<file path="src/rtl/core/gsmr_pkg.sv">
// Shared types, constants and button assembly for the gamepad select multiplex reader.
package gsmr_pkg;

    localparam int PORT_COUNT = 2;

    localparam int PINS_W    = 6;
    localparam int BUTTONS_W = 12;

    // Phase of a port within one poll; even phases sample with select low.
    localparam logic [2:0] PH_PAIR1_LOW  = 3'd0;
    localparam logic [2:0] PH_PAIR1_HIGH = 3'd1;
    localparam logic [2:0] PH_PAIR3_HIGH = 3'd5;
    localparam logic [2:0] PH_PAIR4_LOW  = 3'd6;
    localparam logic [2:0] PH_PAIR4_HIGH = 3'd7;

    localparam logic [3:0]           NIBBLE_ONES  = 4'hF;
    localparam logic [BUTTONS_W-1:0] BUTTONS_MASK = 12'h0FFF;

    typedef struct packed {
        logic                 port;
        logic [PINS_W-1:0]    pins;
    } t_in_item;

    typedef struct packed {
        logic [2:0]           phase;
        logic                 six_mode;
        logic [1:0]           first_low;
        logic [5:0]           first_high;
        logic [3:0]           extra_nibble;
        logic [BUTTONS_W-1:0] held_buttons;
    } t_port_state;

    typedef struct packed {
        logic                 select_level;
        logic                 poll_done;
        logic [BUTTONS_W-1:0] buttons;
        logic                 pad_six;
    } t_result;

    localparam t_port_state PORT_STATE_RESET = '{
        phase:        PH_PAIR1_LOW,
        six_mode:     1'b1,
        first_low:    2'b00,
        first_high:   6'b000000,
        extra_nibble: 4'h0,
        held_buttons: '0
    };

    // Raw pins are active low; three-button pads report the top nibble released.
    function automatic logic [BUTTONS_W-1:0] assemble(
        input logic [1:0] low,
        input logic [5:0] high,
        input logic [3:0] extra,
        input logic       six
    );
        logic [BUTTONS_W-1:0] raw;
        raw = {(six ? extra : NIBBLE_ONES), low, high};
        return (raw ^ BUTTONS_MASK) & BUTTONS_MASK;
    endfunction

endpackage

</file>
<file path="src/rtl/core/gsmr_in_reg.sv">
// Input register stage: captures one sample item and holds it while the result side is busy.
module gsmr_in_reg
    import gsmr_pkg::*;
(
    input  logic              i_clk,
    input  logic              i_rst_n,
    input  logic              i_valid,
    input  logic              i_port,
    input  logic [PINS_W-1:0] i_pins,
    input  logic              i_advance,
    output logic              o_stall,
    output logic              o_item_valid,
    output t_in_item          o_item
);

    logic     r_valid;
    logic     n_valid;
    t_in_item r_item;
    logic     load;

    assign o_stall = r_valid && !i_advance;
    assign load    = i_valid && !o_stall;

    always_comb begin
        if (load) begin
            n_valid = 1'b1;
        end else if (i_advance) begin
            n_valid = 1'b0;
        end else begin
            n_valid = r_valid;
        end
    end

    always_ff @(posedge i_clk) begin
        if (!i_rst_n) begin
            r_valid <= 1'b0;
        end else begin
            r_valid <= n_valid;
        end
    end

    always_ff @(posedge i_clk) begin
        if (load) begin
            r_item.port <= i_port;
            r_item.pins <= i_pins;
        end
    end

    assign o_item_valid = r_valid;
    assign o_item       = r_item;

endmodule

</file>
<file path="src/rtl/core/gsmr_step.sv">
// Per-sample phase update and button assembly for one port.
module gsmr_step
    import gsmr_pkg::*;
(
    input  t_port_state       i_state,
    input  logic [PINS_W-1:0] i_pins,
    output t_port_state       o_state,
    output t_result           o_result
);

    logic done;

    always_comb begin
        o_state = i_state;
        done    = 1'b0;
        unique case (i_state.phase)
            PH_PAIR1_LOW: begin
                o_state.first_low = i_pins[5:4];
            end
            PH_PAIR1_HIGH: begin
                o_state.first_high = i_pins;
                if (!i_state.six_mode) begin
                    o_state.held_buttons = assemble(i_state.first_low, i_pins,
                                                    i_state.extra_nibble, 1'b0);
                    done = 1'b1;
                end
            end
            PH_PAIR3_HIGH: begin
                o_state.extra_nibble = i_pins[3:0];
            end
            PH_PAIR4_LOW: begin
                if (i_pins[3:0] != NIBBLE_ONES) begin
                    o_state.six_mode = 1'b0;
                end
            end
            PH_PAIR4_HIGH: begin
                o_state.held_buttons = assemble(i_state.first_low, i_state.first_high,
                                                i_state.extra_nibble, i_state.six_mode);
                done = 1'b1;
            end
            default: begin
            end
        endcase
        o_state.phase = done ? PH_PAIR1_LOW : i_state.phase + 3'd1;

        o_result.select_level = o_state.phase[0];
        o_result.poll_done    = done;
        o_result.buttons      = o_state.held_buttons;
        o_result.pad_six      = o_state.six_mode;
    end

endmodule

</file>
<file path="src/rtl/core/gamepad_select_multiplex_reader_unit.sv">
// The result is registered: an accepted item passes the input register, then the result register.
// Throughput: one item per cycle unless stalled, any mix of ports; port state updates per item.
// A pending result holds in the output register while the next item waits in the input register.
// Reset (synchronous, active low) clears valids; every port returns to phase zero, six-button
// mode assumed, with captured bits and held buttons zero.
module gamepad_select_multiplex_reader_unit
    import gsmr_pkg::*;
(
    input  logic                 i_clk,
    input  logic                 i_rst_n,
    input  logic                 i_valid,
    output logic                 o_stall,
    input  logic                 i_port,
    input  logic [PINS_W-1:0]    i_pins,
    output logic                 o_valid,
    input  logic                 i_stall,
    output logic                 o_select_level,
    output logic                 o_poll_done,
    output logic [BUTTONS_W-1:0] o_buttons,
    output logic                 o_pad_six
);

    logic        advance;
    logic        item_valid;
    t_in_item    item;
    logic        port_ok;
    t_port_state cur_state;
    t_port_state step_state;
    t_result     step_result;
    t_result     n_result;

    t_port_state r_state [PORT_COUNT];
    logic        r_out_valid;
    t_result     r_result;

    assign advance = !r_out_valid || !i_stall;

    gsmr_in_reg u_in_reg (
        .i_clk        (i_clk),
        .i_rst_n      (i_rst_n),
        .i_valid      (i_valid),
        .i_port       (i_port),
        .i_pins       (i_pins),
        .i_advance    (advance),
        .o_stall      (o_stall),
        .o_item_valid (item_valid),
        .o_item       (item)
    );

    assign port_ok   = (32'(item.port) < PORT_COUNT);
    assign cur_state = port_ok ? r_state[item.port] : PORT_STATE_RESET;

    gsmr_step u_step (
        .i_state  (cur_state),
        .i_pins   (item.pins),
        .o_state  (step_state),
        .o_result (step_result)
    );

    // Samples on an absent port leave state alone and report all zeros.
    assign n_result = port_ok ? step_result : '0;

    always_ff @(posedge i_clk) begin
        if (!i_rst_n) begin
            for (int p = 0; p < PORT_COUNT; p++) begin
                r_state[p] <= PORT_STATE_RESET;
            end
        end else if (item_valid && advance && port_ok) begin
            r_state[item.port] <= step_state;
        end
    end

    always_ff @(posedge i_clk) begin
        if (!i_rst_n) begin
            r_out_valid <= 1'b0;
        end else if (advance) begin
            r_out_valid <= item_valid;
        end
    end

    always_ff @(posedge i_clk) begin
        if (advance && item_valid) begin
            r_result <= n_result;
        end
    end

    assign o_valid        = r_out_valid;
    assign o_select_level = r_result.select_level;
    assign o_poll_done    = r_result.poll_done;
    assign o_buttons      = r_result.buttons;
    assign o_pad_six      = r_result.pad_six;

endmodule
</file>
<file path="config.mk">
export PLATFORM = sky130hd
export DESIGN_NAME = gamepad_select_multiplex_reader_unit
export DESIGN_NICKNAME = d
export VERILOG_FILES = /design/src/rtl/core/gsmr_pkg.sv /design/src/rtl/core/gsmr_in_reg.sv /design/src/rtl/core/gsmr_step.sv /design/src/rtl/core/gamepad_select_multiplex_reader_unit.sv
export SDC_FILE = /design/constraint.sdc
export NUM_CORES = 1
export LEC_CHECK = 0
export BUFFER_PORTS_ARGS = -buffer_cell sky130_fd_sc_hd__buf_2
export CAP_MARGIN = 0
export CORE_ASPECT_RATIO = 0.75
export CORE_MARGIN = 3
export CORE_UTILIZATION = 40
export CTS_CLUSTER_SIZE = 30
export DETAILED_ROUTE_END_ITERATION = 7
export PLACE_DENSITY = 0.68
export RECOVER_POWER = 25
export SETUP_SLACK_MARGIN = 0.02
export SLEW_MARGIN = 20
export SYNTH_ARGS = -nofsm -noshare
export SYNTH_HDL_FRONTEND = slang
export SYNTH_SLANG_ARGS = --single-unit
</file>
<file path="constraint.sdc">
create_clock -name i_clk -period 5.9 [get_ports i_clk]
set_input_delay 0.295 -clock i_clk [delete_from_list [all_inputs] [get_ports i_clk]]
set_output_delay 0.295 -clock i_clk [all_outputs]
set_load 0.02 [all_outputs]
</file>
## Word level (Yosys, flattened, before mapping)

Memory sizes are Yosys's and may differ from the RTL's. A register that Yosys moved wholly into a read port is not among the register bits.
Index checks and enable logic that the tools add are counted.

| storage, ports and cells | value |
|---|---|
| output and inout bits | 17 |
| bits in latches | 0 |
| input bits | 11 |
| bits in read-only memories | 0 |
| register bits | 24 |
| memories kept | 1 |
| bits in writable memories | 56 |

| operators by class | value |
|---|---|
| reductions and logical operators | 11 |
| muxes and demuxes | 21 |
| div/mod/pow operators | 0 |
| magnitude comparators | 0 |
| $mul | 0 |
| equality and inequality tests | 5 |
| $add $sub $neg | 1 |
| bitwise operators | 2 |
| shift-type cells | 0 |

Memories:

| name | depth | width | rd ports | clocked after memory_dff | wr ports | line | RTL |
|---|---|---|---|---|---|---|---|
| r_state | 2 | 28 | 1 | 1 | 2 | gamepad_select_multiplex_reader_unit.sv:32 | `t_port_state r_state [PORT_COUNT];` |

Operator list:

| kind | number |
|---|---|
| $mux 28 | 1 |
| $reduce_or 28->1 | 1 |
| $not 12->12 | 2 |
| $pmux 12 s2 | 1 |
| $mux 1 | 12 |
| $mux 12 | 1 |
| $eq 3x3->1 const B | 3 |
| $mux 4 | 2 |
| $mux 6 | 1 |
| $logic_not 1->1 | 4 |
| $ne 4x4->1 const B | 1 |
| $add 3x1->3 const B | 1 |
| $eq 3x1->1 const B | 1 |
| $logic_and 1x1->1 | 3 |
| $logic_not 3->1 | 1 |
| $mux 3 | 1 |
| $mux 2 | 1 |
| $pmux 1 s2 | 1 |
| $reduce_bool 2->1 | 1 |
| $logic_or 1x1->1 | 1 |

## Logic depth before layout (Yosys ltp)

| depth | value |
|---|---|
| depth after elaboration | 8 |
| mapped depth | 10 |
| gate-level depth less buffers | 8 |

## Modules after synthesis

Synthesis repeated with hierarchy kept, for this count alone.

| unflattened totals | value |
|---|---|
| cells, all modules | 294 |
| area total of the unflattened synthesis | 4087.7 µm² |

By module, submodules not included:

| module | sequential area each (µm²) | instances | cells each | area each (µm²) |
|---|---|---|---|---|
| gamepad_select_multiplex_reader_unit | 2152.1 | 1 | 210 | 3236.9 |
| gsmr_step | 0.0 | 1 | 73 | 593.1 |
| gsmr_in_reg | 230.2 | 1 | 11 | 257.7 |

## Least setup slack after synthesis

Ideal clock, no wire load.

| timing | value |
|---|---|
| kind | register -> register |
| start point | register r_out_valid (netlist: o_valid) |
| end point | memory r_state[1][0] (netlist bit), enable pin |
| arrival | 2107 ps |
| path buffers | 1 |
| period minus slack after synthesis | 2492 ps |
| setup time | 385 ps |
| slack | 3408 ps |
| stages on the path, launching flop included | 6 |
| data required time | 5515 ps |
| cells stage by stage | dfxtp_1 nand2_1 and2_1 nand3_1 clkbuf_1 nand2_1 |

RTL lines:

| what | line | RTL |
|---|---|---|
| start, declared | gamepad_select_multiplex_reader_unit.sv:33 | `logic r_out_valid;` |
| start signal, assigned | gamepad_select_multiplex_reader_unit.sv:77 | `r_out_valid <= item_valid;` |
| end, declared | gamepad_select_multiplex_reader_unit.sv:32 |  |

==> out/results.ini <==
[clocking]
clk_pin_slew_ns = 0.06
clk-insertion-delay-late_ns = 0.34
cts_root_buffer = clkbuf_16
cts-resized-gates = 0
cts_buffers = 9
htreeDepth = 3
cts_num_sinks = 81
cts_tree = yes
ctsHoldBuffers = 0
postCtsSetupBuffers = 0
clk_path_buf_depth = 2

[route]
ant_nets = 0
vias = 2246
viasPerCell = 5.360
wl_mm = 7.484
drt_iter0_markers = 157
drc = 0
drt-pass1-iter-count = 5
routedWlPerCell_um = 17.86

[yosys]
synth_nets = 292
synth_mux_area_share_pct = 10.23
ys_types = 34
yosysTopAreaCellShare_pct = 64.49
syn_avg_cell_area_um2 = 13.21
yosys_warnings = 0
ys_ff_latch = 81
synth_area_leaders = edfxtp_1 64%, mux2i_1 5.5%, mux2_2 4.3%, nor2_1 4.1%, a21oi_1 2.1%
synth_compound_area_share_pct = 8.026
synth-adder-area-share_pct = 2.067
synth_top_area_cell = edfxtp_1
synth_xor_area_share_pct = 0
synthSimpleGateAreaFrac_pct = 10.61
yosysSeqAreaShare_pct = 66.14
netlist_area_um2 = 3632
syn_inst = 275
synth_top_family_by_area = simple AND/OR/NAND/NOR gates

[pwr]
comb_power_share_pct = 8.9
p_int_w = 0.001028
power.leakage_nw = 1.615
netSwitchingPower_w = 0.0002988
pwr-share-seq_pct = 50.9
p_sw_share_pct = 22.53
power_w = 0.001327
pwr-share-clk_pct = 40.2
p_per_area_nw_per_um2 = 320.4
vdd_drop_max_mv = 0.1657

[die]
die_area_um2 = 10270
ios = 28
start_util_pct = 42.06
die_x_um = 116.0
core_um2 = 8636
core.rowCount = 29
dieHeight_um = 88.53

[critical_path]
arrival_ns = 2.98
cp.required_ns = 5.96
crit_type = reg2reg
path_buf_inv = 1
cp_top_family = simple AND/OR/NAND/NOR gates
slowest_stage = nor2_2
crit_fanout = 30
worstPathCellList = buf_4, mux2_2, ha_1, and4bb_4, nor2_2, a2bb2oi_1, a21oi_1
start_kind = flop
cpPeakStageDelay_ns = 0.47
crit_path_end_kind = flop

[global_route]
grt_pass1_wl_mm = 12.34
grt_max_degree = 31
grt_use_total_pct = 16.34
grt_overflow = 0
grt_pass1_vias = 2324
antenna_found_initial = 0

[timing]
clock-skew-final_ns = 0.007068
fin_setup_tns_ns = 0
fin_crit_ns = 2.914
rsz0062_at_grt = no
hold_slack_ns = 0.1335
setup_violations = 0
slew_headroom_pct = 12.00
timing.final.ws_setup_ns = 2.987
hold_viol_final = 0
period_share_pct = 49.38
worst_pin_slew_ns = 1.319
max_freq_ghz = 0.3432
slew_violations = 0

[cells_and_area]
final_layout_size_suffix_gt1_share_pct = 15.11
regArea_um2 = 2402
multiInputGateArea_um2 = 1124
synthToLayoutAreaGrowth_pct = 13.99
n_antenna_cell = 0
nFillCells = 793
final_nets = 323
fin_area_um2 = 4140

[outcome]
status = finished clean

[placed_design]
pre_cts_slack_ns = 2.995
dpl_cell_area_um2 = 3879
gp_congestion = 0.8942
dp_hpwl_mm = 4.714
port_buffers = 27

[min_path]
hp-class = in2reg

[job]
maxCapViolCount = 0

## cells by family (layout without fill, tap and decap cells)
logic type / count (synthesis) / count (layout)
and+or+nand+nor: 83 / 83
muxes: 35 / 35
DFF: 81 / 81
adders and majority gates: 6 / 6
buffers and inverters: 25 / 61
AOI/OAI and AO/OA: 45 / 45
## flip-flops by register name (all words and copies together), names as in the netlist, named ones only
register / count
r_state: 56
o_buttons: 12
u_in_reg.o_item: 7
o_pad_six: 1
o_poll_done: 1
o_select_level: 1
o_valid: 1
u_in_reg.o_item_valid: 1
## per-layer routing
metal	global-route usage, %	routed length [um]	vias to the layer above
met5	0	0	-
met4	5.585	96	0
met3	4.716	412	10
met2	24.75	3369	65
met1	22.75	3606	1088
li1	-	-	1083
## stage by stage
| stage | cells | utilization, % |
|---|---|---|
| floorplan | 275 | - |
| finish | 419 | 47.94 |
| global route | 419 | 47.94 |
| global placement | 403 | 44.91 |
| CTS | 419 | 48.22 |
| detailed placement | 403 | 44.91 |
## final timing paths
| path | from | slack (ns) | endpoint | cells past startpoint |
|---|---|---|---|---|
| worst max-delay path | flop | 2.99 | r_state[0][4] | 7 |
| worst min-delay path | i_pins[3] | 0.13 | u_in_reg.o_item[3] | 1 |
| worst max register to register | flop | 2.99 | r_state[0][4] | 7 |
| worst min register to register | u_in_reg.o_item_valid | 0.53 | o_valid | 2 |
## power groups by stage
| stage | clock [W] | sequential, W | combinational (W) |
|---|---|---|---|
| floorplan | 0 | 0.000691 | 0.0000791 |
| global placement | 0 | 0.000686 | 0.000118 |
| detailed placement | 0 | 0.000687 | 0.000120 |
| CTS | 0.000544 | 0.000675 | 0.000121 |
| global route | 0.000567 | 0.000678 | 0.000133 |
| finish | 0.000533 | 0.000676 | 0.000118 |
## synth_stat cells
cell type and instances:
nor2b_1 2, buf_2 4, dfxtp_1 3, clkbuf_1 5, nand3_1 9, mux2_2 14
a2bb2oi_1 6, and2_1 1, nand2_1 16, and3_1 6, nor2_2 1, or3_1 2
and4bb_4 1, nand4_1 1, nor3_1 1, mux2i_1 20, inv_2 1, o32a_1 6
nor2_1 40, a31o_2 1, a211o_1 1, or2_1 1, mux2i_2 1, edfxtp_1 78
nor4b_2 1, o21ai_2 1, o21ai_1 1, or2_2 1, o21ai_0 13, o21a_1 1
ha_1 6, inv_1 13, a21oi_1 15, buf_4 2
## layout make-up
cell class,instances,area share [%]
clock buffer,9,5.440
inverter,14,1.269
timing repair buffer,31,3.415
clock inverter,7,1.451
sequential,81,58.02
tap,108,3.264
multi-input combinational,169,27.14
## placed cells by master (no fill, tap or decap), types with 9 or more instances in the layout
| cell | count |
|---|---|
| nand3_1 | 9 |
| edfxtp_1 | 78 |
| a21oi_1 | 15 |
| nand2_1 | 16 |
| mux2i_1 | 20 |
| mux2_2 | 14 |
| inv_1 | 13 |
| o21ai_0 | 13 |
| clkbuf_16 | 9 |
| nor2_1 | 40 |
| clkbuf_1 | 19 |
Note: power is estimated with default switching activity, not from simulation.
